<file path="config.mk">
export PLATFORM = sky130hd
export DESIGN_NAME = pi_regulator_saturating
export DESIGN_NICKNAME = d
export VERILOG_FILES = /design/src/sv/pireg_pkg.sv /design/src/sv/pireg_cfg.sv /design/src/sv/pi_regulator_saturating.sv
export SDC_FILE = /design/constraint.sdc
export NUM_CORES = 2
export LEC_CHECK = 0
export BUFFER_PORTS_ARGS = -buffer_cell sky130_fd_sc_hd__buf_2
export CAP_MARGIN = 20
export CORE_UTILIZATION = 55
export DETAILED_ROUTE_END_ITERATION = 8
export PLACE_DENSITY = 0.71
export SLEW_MARGIN = 40
export SYNTH_ARGS = -nofsm -noshare
export SYNTH_HDL_FRONTEND = slang
export SYNTH_SLANG_ARGS = --single-unit
</file>
<file path="constraint.sdc">
create_clock -name i_clk -period 22.2 [get_ports i_clk]
set_clock_uncertainty 0.15 [all_clocks]
set_input_delay 1.11 -clock i_clk [delete_from_list [all_inputs] [get_ports i_clk]]
set_output_delay 1.11 -clock i_clk [all_outputs]
set_load 0.02 [all_outputs]
</file>
<file path="src/sv/pireg_pkg.sv">
// pireg_pkg: shared types and constants for the pi regulator
// register map, configuration record and accumulator limits; no dependencies

package pireg_pkg;

    localparam int unsigned CFG_ADDR_W = 3;
    localparam int unsigned CFG_DATA_W = 16;

    // register indexes on the configuration port
    localparam logic [CFG_ADDR_W-1:0] REG_REFERENCE      = 3'd0;
    localparam logic [CFG_ADDR_W-1:0] REG_KP_GAIN        = 3'd1;
    localparam logic [CFG_ADDR_W-1:0] REG_KI_GAIN        = 3'd2;
    localparam logic [CFG_ADDR_W-1:0] REG_LOWER_LIMIT    = 3'd3;
    localparam logic [CFG_ADDR_W-1:0] REG_UPPER_LIMIT    = 3'd4;
    localparam logic [CFG_ADDR_W-1:0] REG_INTEGRAL_SHIFT = 3'd5;

    // reset values
    localparam logic signed [15:0] RST_REFERENCE      = 16'sd0;
    localparam logic [14:0]        RST_KP_GAIN        = 15'd200;
    localparam logic [14:0]        RST_KI_GAIN        = 15'd2000;
    localparam logic signed [15:0] RST_LOWER_LIMIT    = -16'sd6900;
    localparam logic signed [15:0] RST_UPPER_LIMIT    = 16'sd6900;
    localparam logic [3:0]         RST_INTEGRAL_SHIFT = 4'd12;

    // smallest integral divisor exponent
    localparam logic [3:0] MIN_INTEGRAL_SHIFT = 4'd12;

    // accumulator saturates symmetrically at +/-(2^31-1)
    localparam logic signed [32:0] ACC_MAX = 33'sh0_7FFF_FFFF;
    localparam logic signed [32:0] ACC_MIN = -33'sh0_7FFF_FFFF;

    typedef struct packed {
        logic signed [15:0] reference;
        logic [14:0]        kp_gain;
        logic [14:0]        ki_gain;
        logic signed [15:0] lower_limit;
        logic signed [15:0] upper_limit;
        logic [3:0]         integral_shift;
    } t_cfg;

endpackage

</file>
<file path="src/sv/pireg_cfg.sv">
// pireg_cfg: configuration register file of the pi regulator
// depends on pireg_pkg for the register map and the t_cfg record

module pireg_cfg (
    input  logic                                  i_clk,
    input  logic                                  i_rst_n,
    input  logic                                  i_wr_en,
    input  logic [pireg_pkg::CFG_ADDR_W-1:0]      i_wr_addr,
    input  logic [pireg_pkg::CFG_DATA_W-1:0]      i_wr_data,
    output pireg_pkg::t_cfg                       o_cfg
);

    pireg_pkg::t_cfg r_cfg;
    pireg_pkg::t_cfg n_cfg;

    always_comb begin
        n_cfg = r_cfg;
        if (i_wr_en) begin
            case (i_wr_addr)
                pireg_pkg::REG_REFERENCE:      n_cfg.reference      = $signed(i_wr_data);
                pireg_pkg::REG_KP_GAIN:        n_cfg.kp_gain        = i_wr_data[14:0];
                pireg_pkg::REG_KI_GAIN:        n_cfg.ki_gain        = i_wr_data[14:0];
                pireg_pkg::REG_LOWER_LIMIT:    n_cfg.lower_limit    = $signed(i_wr_data);
                pireg_pkg::REG_UPPER_LIMIT:    n_cfg.upper_limit    = $signed(i_wr_data);
                pireg_pkg::REG_INTEGRAL_SHIFT: n_cfg.integral_shift = i_wr_data[3:0];
                default:                       n_cfg = r_cfg;
            endcase
        end
    end

    always_ff @(posedge i_clk) begin
        if (!i_rst_n) begin
            r_cfg.reference      <= pireg_pkg::RST_REFERENCE;
            r_cfg.kp_gain        <= pireg_pkg::RST_KP_GAIN;
            r_cfg.ki_gain        <= pireg_pkg::RST_KI_GAIN;
            r_cfg.lower_limit    <= pireg_pkg::RST_LOWER_LIMIT;
            r_cfg.upper_limit    <= pireg_pkg::RST_UPPER_LIMIT;
            r_cfg.integral_shift <= pireg_pkg::RST_INTEGRAL_SHIFT;
        end else begin
            r_cfg <= n_cfg;
        end
    end

    assign o_cfg = r_cfg;

endmodule

</file>
<file path="src/sv/pi_regulator_saturating.sv">
// pi_regulator_saturating: top level of the saturating pi regulator
// depends on pireg_pkg and pireg_cfg
//
// Usage
//   s_axis carries one signed 16-bit measured sample per transfer; m_axis
//   returns one signed 16-bit drive value per sample, in order. The cfg
//   channel writes registers 0..5 (reference, kp, ki, lower and upper
//   limit, integral shift); o_cfg_ready is always high and writes to other
//   indexes are dropped. Write configuration only while no sample is in
//   flight.
//   Four register stages: input, gain products, integral update, output.
//   m_axis_tvalid rises once the sample has passed the input, product,
//   integral and output registers; one sample per cycle is sustained while
//   the receiver accepts, the integral accumulator being the only loop and
//   closing in one add and saturate per cycle.
//   Each stage has its own valid bit and moves forward whenever the stage
//   ahead is empty or moving, so a stalled receiver only holds items back
//   once all four stages are full; s_axis_tready then drops.
//   Synchronous reset empties the pipeline, clears the accumulator and loads
//   the register defaults.

module pi_regulator_saturating #(
    parameter int unsigned PROP_SHIFT = 12
) (
    input  logic                               i_clk,
    input  logic                               i_rst_n,
    // configuration write channel
    input  logic                               i_cfg_valid,
    output logic                               o_cfg_ready,
    input  logic [pireg_pkg::CFG_ADDR_W-1:0]   i_cfg_addr,
    input  logic [pireg_pkg::CFG_DATA_W-1:0]   i_cfg_wdata,
    // sample stream in
    input  logic                               s_axis_tvalid,
    output logic                               s_axis_tready,
    input  logic [15:0]                        s_axis_tdata,   // [15:0] measured
    // drive stream out
    output logic                               m_axis_tvalid,
    input  logic                               m_axis_tready,
    output logic [15:0]                        m_axis_tdata    // [15:0] drive
);

    localparam logic signed [32:0] PROP_BIAS = (33'sd1 <<< PROP_SHIFT) - 33'sd1;

    pireg_pkg::t_cfg w_cfg;

    assign o_cfg_ready = 1'b1;

    pireg_cfg u_cfg (
        .i_clk     (i_clk),
        .i_rst_n   (i_rst_n),
        .i_wr_en   (i_cfg_valid),
        .i_wr_addr (i_cfg_addr),
        .i_wr_data (i_cfg_wdata),
        .o_cfg     (w_cfg)
    );

    // stage valids
    logic r_v_in, r_v_prod, r_v_int, r_v_out;
    logic w_rdy_in, w_rdy_prod, w_rdy_int, w_rdy_out;

    assign w_rdy_out  = !r_v_out  || m_axis_tready;
    assign w_rdy_int  = !r_v_int  || w_rdy_out;
    assign w_rdy_prod = !r_v_prod || w_rdy_int;
    assign w_rdy_in   = !r_v_in   || w_rdy_prod;
    assign s_axis_tready = w_rdy_in;

    // payload
    logic signed [15:0] r_meas;
    logic signed [31:0] r_prop_p;
    logic signed [31:0] r_iprod;
    logic signed [31:0] r_prop_c;
    logic signed [31:0] r_int;
    logic [15:0]        r_drive;

    logic signed [31:0] n_int;
    logic [15:0]        n_drive;

    // error and both gain products
    logic signed [16:0] w_err;
    logic signed [32:0] w_prop_full;
    logic signed [32:0] w_iprod_full;

    always_comb begin
        w_err        = 17'(w_cfg.reference) - 17'(r_meas);
        w_prop_full  = w_err * $signed({1'b0, w_cfg.kp_gain});
        w_iprod_full = w_err * $signed({1'b0, w_cfg.ki_gain});
    end

    // saturating integral update; a zero ki gain clears the accumulator
    logic signed [32:0] w_acc_sum;

    always_comb begin
        w_acc_sum = 33'(r_int) + 33'(r_iprod);
        if (w_cfg.ki_gain == 15'd0) begin
            n_int = 32'sd0;
        end else if (w_acc_sum > pireg_pkg::ACC_MAX) begin
            n_int = pireg_pkg::ACC_MAX[31:0];
        end else if (w_acc_sum < pireg_pkg::ACC_MIN) begin
            n_int = pireg_pkg::ACC_MIN[31:0];
        end else begin
            n_int = w_acc_sum[31:0];
        end
    end

    // truncating scale-down, sum and clamp
    logic [3:0]         w_shift;
    logic signed [32:0] w_int_bias;
    logic signed [32:0] w_prop_q;
    logic signed [32:0] w_int_q;
    logic signed [33:0] w_y;

    always_comb begin
        w_shift = (w_cfg.integral_shift < pireg_pkg::MIN_INTEGRAL_SHIFT)
                ? pireg_pkg::MIN_INTEGRAL_SHIFT : w_cfg.integral_shift;
        w_int_bias = (33'sd1 <<< w_shift) - 33'sd1;
        // round toward zero: bias negative values before the arithmetic shift
        w_prop_q = (33'(r_prop_c) + (r_prop_c[31] ? PROP_BIAS : 33'sd0)) >>> PROP_SHIFT;
        w_int_q  = (33'(r_int) + (r_int[31] ? w_int_bias : 33'sd0)) >>> w_shift;
        w_y      = 34'(w_prop_q) + 34'(w_int_q);
        if (w_y > 34'(w_cfg.upper_limit)) begin
            n_drive = w_cfg.upper_limit;
        end else if (w_y < 34'(w_cfg.lower_limit)) begin
            n_drive = w_cfg.lower_limit;
        end else begin
            n_drive = w_y[15:0];
        end
    end

    always_ff @(posedge i_clk) begin
        if (!i_rst_n) begin
            r_v_in   <= 1'b0;
            r_v_prod <= 1'b0;
            r_v_int  <= 1'b0;
            r_v_out  <= 1'b0;
            r_int    <= 32'sd0;
        end else begin
            if (w_rdy_in) begin
                r_v_in <= s_axis_tvalid;
            end
            if (w_rdy_prod) begin
                r_v_prod <= r_v_in;
            end
            if (w_rdy_int) begin
                r_v_int <= r_v_prod;
                if (r_v_prod) begin
                    r_int <= n_int;
                end
            end
            if (w_rdy_out) begin
                r_v_out <= r_v_int;
            end
        end
    end

    always_ff @(posedge i_clk) begin
        if (w_rdy_in && s_axis_tvalid) begin
            r_meas <= $signed(s_axis_tdata);
        end
        if (w_rdy_prod && r_v_in) begin
            r_prop_p <= w_prop_full[31:0];
            r_iprod  <= w_iprod_full[31:0];
        end
        if (w_rdy_int && r_v_prod) begin
            r_prop_c <= r_prop_p;
        end
        if (w_rdy_out && r_v_int) begin
            r_drive <= n_drive;
        end
    end

    assign m_axis_tvalid = r_v_out;
    assign m_axis_tdata  = r_drive;

endmodule

</file>
---- Yosys cells after proc, flatten, opt, wreduce, memory -nomap -nowiden ----
Cells that the tools add are included.
operators by class
  add/subtract/negate cells ............... 6
  multipliers ............................. 2
  divide/modulo/power cells ............... 0
  order comparisons ....................... 5
  eq/ne operators ......................... 5
  shift operators ......................... 2
  mux-type cells .......................... 8
  bitwise gates (word level) .............. 0
  reductions and logical operators ........ 21
operators by type and width
  kind                                                  count
  2-to-1 mux 32 bit                                     3
  multiplier 17 x 16 -> 32 bit                          2
  adder 21 x 33 -> 34 bit                               1
  > comparator 34 x 16 -> 1 bit                         1
  < comparator 34 x 16 -> 1 bit                         1
  adder 32 x 13 -> 33 bit                               1
  adder 32 x 32 -> 33 bit                               1
  adder 32 x 33 -> 33 bit                               1
  > comparator 33 x 32 -> 1 bit, second input constant  1
  < comparator 33 x 32 -> 1 bit, second input constant  1
  2-to-1 mux 33 bit                                     1
  <<< shifter 2 x 4 -> 33 bit, first input constant     1
  >>> shifter 33 x 4 -> 33 bit                          1
  subtractor 33 x 2 -> 33 bit, second input constant    1
  2-to-1 mux 16 bit                                     2
  subtractor 16 x 16 -> 17 bit                          1
  logical NOT 15 bit                                    1
  AND reduction 2 bit                                   7
  2-to-1 mux 12 bit                                     1
  == test 3 x 2 -> 1 bit, second input constant         2
  == test 3 bit, second input constant                  2
  logical AND 1 bit                                     4
  logical NOT 1 bit                                     4
  logical OR 1 bit                                      4
  4 further kinds                                       4
word-level totals
  flip-flop bits (word level) ............. 246
  latch bits .............................. 0
  RAM bits ................................ 0
  memory bits (read-only) ................. 0
  input port bits ......................... 40
  output and inout port bits .............. 19
  word-level logic and storage cells ...... 65
  memories kept ........................... 0

---- Logic depth before layout (Yosys ltp) ----
  word-level depth ........................ 11
  mapped depth ............................ 39
  depth with buffers taken out ............ 38

---- Modules after synthesis ----
Synthesis repeated with hierarchy kept, for this count alone.
second synthesis, totals
  cell total of the unflattened synthesis .. 3891
  area total of the unflattened synthesis .. 35878.2 sq um
by module, submodules not included
  module                   instances  cells an instance  area each (sq um)  seq. area each (sq um)
  pi_regulator_saturating  1          3583               32697.6            4564.4
  pireg_cfg                1          308                3180.6             1641.6

---- Least setup slack after synthesis ----
OpenSTA, ideal clock, no wires.
  path type ............................... flip-flop to flip-flop
  start ................................... register u_cfg.r_cfg (netlist bit u_cfg.o_cfg[66])
  end ..................................... register r_iprod[31], data pin
  setup time .............................. 0.268 ns
  arrival ................................. 8.147 ns
  required time ........................... 21.782 ns
  slack ................................... 13.635 ns
  stages on the path, launching flop included .. 33
  path buffers ............................ 1
  period minus slack after synthesis ...... 8.565 ns
  path through ............................ dfxtp_1 > inv_1 > ha_1 > inv_1 > fa_1 > a21oi_1 > o21ai_1 > o41a_1 > a41o_1 > o41a_1 > a21o_1 > a21oi_1 > xnor2_1 > clkbuf_1 > nand2_1 > fa_1 > inv_1 > fa_1 > fa_1 > inv_1 > fa_1 > fa_1 > inv_1 > fa_1 > ha_1 > and3_1 > and3_1 > a221oi_1 > o211ai_1 > o311ai_2 > a21oi_1 > a31oi_1 > xnor3_1
between the ends
  longest elaborated chain between the ends .. 2
RTL lines
  element                       RTL line                        source
  from (decl)                   pireg_cfg.sv:13                 pireg_pkg::t_cfg r_cfg;
  from (signal assigned)        pireg_cfg.sv:40                 r_cfg <= n_cfg;
  subtractor 16 x 16 -> 17 bit  pi_regulator_saturating.sv:84   w_err = 17'(w_cfg.reference) - 17'(r_meas);
  multiplier 17 x 16 -> 32 bit  pi_regulator_saturating.sv:86   w_iprod_full = w_err * $signed({1'b0, w_cfg.ki_gain});
  named net w_iprod_full[31]    pi_regulator_saturating.sv:81   logic signed [32:0] w_iprod_full;
  to (signal assigned)          pi_regulator_saturating.sv:161  r_iprod <= w_iprod_full[31:0];
  to (decl)                     pi_regulator_saturating.sv:70   logic signed [31:0] r_iprod;
The timed path passes the listed nets, and every way through them passes these cells.
A chain may end at the register's enable or synchronous reset.

---- Final worst setup path ----
  start ................................... register r_meas[1]
  end ..................................... register r_iprod[31], data pin
between the ends
  longest elaborated chain between the ends .. 2
RTL lines
  element                       RTL line                        source
  from (decl)                   pi_regulator_saturating.sv:68   logic signed [15:0] r_meas;
  from (signal assigned)        pi_regulator_saturating.sv:157  r_meas <= $signed(s_axis_tdata);
  subtractor 16 x 16 -> 17 bit  pi_regulator_saturating.sv:84
  multiplier 17 x 16 -> 32 bit  pi_regulator_saturating.sv:86
  named net w_iprod_full[31]    pi_regulator_saturating.sv:81
The timed path passes the listed nets, and every way through them passes these cells.

==> out/metrics.yaml <==
via_count_of_the_first_global_routing_pass: 29170
synth-async-reset-ratio_pct: 0
hold_violations: 0
grt_overflow: 0
post-route-drc-count: 0
synth_edf_count: 128
critical-path-max-stage-delay_ns: 0.72
ctsResizeCount: 0
portBuffers: 57
crit_arrival_ns: 10.25
final.setup.tns_ns: 0
cts_tree: "built"
crit_buf_inv: 7
power.clock.fraction_pct: 8.5
cts.reportedPaths.clkPinSlew_ns: 0.07
critPathLaunch: "r_meas[1]"
area_delta_synth_final_pct: 6.085
cts-root-buf: "sky130_fd_sc_hd__clkbuf_16"
postRouteAntennaNets: 0
rsz0062_at_grt: "false"
synth_sequential_area_ratio_pct: 16.55
kind_of_launch_point_of_the_worst_setup_path: "flip-flop"
internal-power_mw: 2.888
number_of_instances_in_the_synthesized_netlist: 4232
leakagePower_nw: 18.36
die_outline_area_mm2: 0.06924
wire_length_of_the_first_global_routing_pass_um: 153600
wl_per_cell_um: 18.68
rr_startpoint: "r_meas[1]"
gpl.final_weighted_congestion: 0.9292
floorplan.die.width_um: 263.1
critical_path.max_fanout: 61
gr_util_met1_pct: 37.82
seqCellArea_mm2: 0.006221
core-area_mm2: 0.06728
postCtsHoldBufs: 0
period_share_pct: 45.43
pre_cts_slack_ns: 12.29
p_sw_share_pct: 48.92
ys_warn_count: 0
syn-cell-area_mm2: 0.03750
critical_path.slowest_cell: "sky130_fd_sc_hd__nor3_4"
post-route-worst-setup-slack_ns: 12.11
total_switching_power_mw: 2.766
multi_input_area_mm2: 0.02842
fraction_of_layout_instances_using_a_drive_strength_above_1_pct: 5.496
clock_tree.htree_level_count: 1
io_pins: 59
status: "finished, final reports clean"
fmax_ghz: 0.09915
grt.total_usage_pct: 27.71
max-slew-margin-rel_pct: 41.60
path_class: "reg2reg"
grt_max_degree: 76
placedCellCount: 5004
yosys.cell_types.count: 85
worst_pin_slew_ns: 0.8748
finalHoldWorstSlack_ns: 0.2661
fin_nets: 5069
ys_seq_elements: 246
num-fill-cells: 5937
floorplan.die.height_um: 263.1
cp.required_ns: 22.37
power_frac_comb_pct: 76.8
maxSlewViolCount: 0
timing.max_cap.violations: 0
critical_path.top_delay_family: "adder cells"
detail_route.vias_per_cell: 5.802
placed_area_mm2: 0.03874
top_usage_layer: "met2"
worstHoldStart: "r_prop_p[10]"
initial_utilization_pct: 55.74
cts.repair_timing.setup_buffer_count: 0
cts.sinks: 246
vdd.ir_drop.worst_mv: 0.2145
synth_ff_type: "sky130_fd_sc_hd__edfxtp_1"
cts_buffers: 28
detailed_place_hpwl_um: 73970
critPathCaptureType: "flip-flop"
timing.final.setup_violations: 0
post_syn_area_per_cell_um2: 8.862
route.final.wire_length_um: 94530
clock_tree.buffer_depth: 3
grt_use_met3_pct: 3.180
clock_latency_ns: 0.58
finish.instance_area_mm2: 0.03979
power_density_mw_per_mm2: 142.1
detail_route.iter0.violations: 2110
p_seq_share_pct: 14.7
antenna_found_initial: 8
instances_no_fill: 5061
path_type_of_the_worst_min_delay_path: "reg2reg"
num_rows: 95
grtUsageMet2_pct: 46.30
finalCriticalPeriod_ns: 10.09
detailroute.via_count: 29370
drt_pre_antenna_iters: 5
[worst register-to-register path: cells and delay by family, from the launching register on]
family	cells	cell delay, ns
and+or+nand+nor	5	1.34
DFF	1	0.37
AOI/OAI and AO/OA	12	3.36
buffers and inverters	7	0.73
xor gates and xnor gates	1	0.33
adders and majority gates	8	3.52
[area by class of cell]
| class | count | share of cell area [%] |
|---|---|---|
| clock inverters | 18 | 0.5252 |
| diodes | 3 | 0.01887 |
| inverters | 631 | 5.953 |
| clock buffers | 34 | 1.843 |
| well taps | 873 | 2.745 |
| multi-input cells | 3154 | 71.44 |
| repair buffers | 102 | 1.837 |
| flip-flops and latches | 246 | 15.64 |
[through the flow]
stage | total power, mW | util (%)
6_report | 5.654 | 59.14
5_1_grt | 6.274 | 59.13
4_1_cts | 5.660 | 58.98
3_5_place_dp | 5.150 | 57.58
3_3_place_gp | 5.057 | 57.29
2_1_floorplan | 4.152 | -
[layout by cell type, fill, tap and decap left out, types with 57 or more instances in the layout]
master,synthesis,final
sky130_fd_sc_hd__a21boi_0,63,62
sky130_fd_sc_hd__and2_1,223,224
sky130_fd_sc_hd__fa_1,512,512
sky130_fd_sc_hd__nand3_1,109,108
sky130_fd_sc_hd__a21o_1,90,90
sky130_fd_sc_hd__nand2_1,567,566
sky130_fd_sc_hd__o21ai_0,118,118
sky130_fd_sc_hd__ha_1,354,352
sky130_fd_sc_hd__inv_1,631,631
sky130_fd_sc_hd__o211ai_1,58,58
sky130_fd_sc_hd__dfxtp_1,118,106
sky130_fd_sc_hd__a21oi_1,183,183
sky130_fd_sc_hd__nor2b_1,88,87
sky130_fd_sc_hd__edfxtp_1,128,128
sky130_fd_sc_hd__buf_2,10,57
sky130_fd_sc_hd__nor2_1,107,102
sky130_fd_sc_hd__xnor2_1,113,106
[cell families (layout without fill, tap and decap cells)]
family,count (synthesis),after routing,synth area share (%)
simple gates,1287,1287,16.60
fa+ha+maj,872,872,39.31
buf+inv,848,785,8.561
compound gates,763,763,13.73
flops,246,246,16.55
xor+xnor,159,159,3.750
mux,55,55,1.475
other cells,2,21,0.02002
[synthesized netlist by cell type (7+ instances only)]
master / instances / area [um^2]
sky130_fd_sc_hd__o21ai_0: 118 / 590.6
sky130_fd_sc_hd__nor2b_1: 88 / 550.5
sky130_fd_sc_hd__o21bai_1: 20 / 150.1
sky130_fd_sc_hd__nor2_1: 107 / 401.6
sky130_fd_sc_hd__nor3_1: 40 / 200.2
sky130_fd_sc_hd__buf_2: 10 / 50.05
sky130_fd_sc_hd__edfxtp_1: 128 / 3844
sky130_fd_sc_hd__nand4_1: 25 / 156.4
sky130_fd_sc_hd__o211ai_1: 58 / 435.4
sky130_fd_sc_hd__clkbuf_1: 198 / 743.2
sky130_fd_sc_hd__nand2_1: 567 / 2128
sky130_fd_sc_hd__xor2_1: 45 / 394.1
sky130_fd_sc_hd__inv_1: 631 / 2369
sky130_fd_sc_hd__fa_1: 512 / 10250
sky130_fd_sc_hd__nor4_1: 34 / 212.7
sky130_fd_sc_hd__a21o_1: 90 / 675.7
sky130_fd_sc_hd__a21oi_1: 183 / 915.9
sky130_fd_sc_hd__mux2i_1: 53 / 530.5
sky130_fd_sc_hd__and2_1: 223 / 1395
sky130_fd_sc_hd__o311ai_0: 7 / 61.31
sky130_fd_sc_hd__or4_1: 7 / 52.55
sky130_fd_sc_hd__a21bo_2: 13 / 130.1
sky130_fd_sc_hd__a211oi_1: 27 / 202.7
sky130_fd_sc_hd__o21a_1: 36 / 270.3
sky130_fd_sc_hd__nand3_1: 109 / 545.5
sky130_fd_sc_hd__a22o_1: 7 / 61.31
sky130_fd_sc_hd__a311oi_1: 20 / 175.2
sky130_fd_sc_hd__o31ai_1: 21 / 157.7
sky130_fd_sc_hd__or3_1: 11 / 68.82
sky130_fd_sc_hd__dfxtp_1: 118 / 2362
sky130_fd_sc_hd__or2_2: 10 / 62.56
sky130_fd_sc_hd__a31oi_1: 23 / 143.9
sky130_fd_sc_hd__xnor2_1: 113 / 989.7
sky130_fd_sc_hd__a21boi_0: 63 / 473.0
sky130_fd_sc_hd__and3_1: 23 / 143.9
sky130_fd_sc_hd__ha_1: 354 / 4429
sky130_fd_sc_hd__nand2b_1: 25 / 156.4
[worst paths after layout]
check                  to  slack (ns)  cells past startpoint
min reg2reg  r_prop_c[10]        0.27                      0
min          r_prop_c[10]        0.27                      0
max reg2reg   r_iprod[31]       12.11                     33
max           r_iprod[31]       12.11                     33
[sequential cells by signal, summed over array words and instances (netlist names)]
register / flops
r_meas: 16
r_int: 32
m_axis_tdata: 16
r_v_prod: 1
r_prop_p: 32
r_v_in: 1
r_v_int: 1
m_axis_tvalid: 1
u_cfg.o_cfg: 82
r_iprod: 32
r_prop_c: 32
[power by group through the flow]
stage	Combinational, mW	Clock, mW	Sequential (mW)
floorplan	3.37	0	0.780
global placement	4.22	0	0.835
detailed placement	4.32	0	0.835
CTS	4.34	0.490	0.826
global route	4.93	0.509	0.832
finish	4.34	0.482	0.831
[metal layers]
metal / up-vias / wire, um
met4: 8 / 3180
met1: 14520 / 40500
met3: 187 / 5866
met2: 874 / 44940
li1: 13780 / -
met5: - / 46
Note: power is estimated with default switching activity, not from simulation.
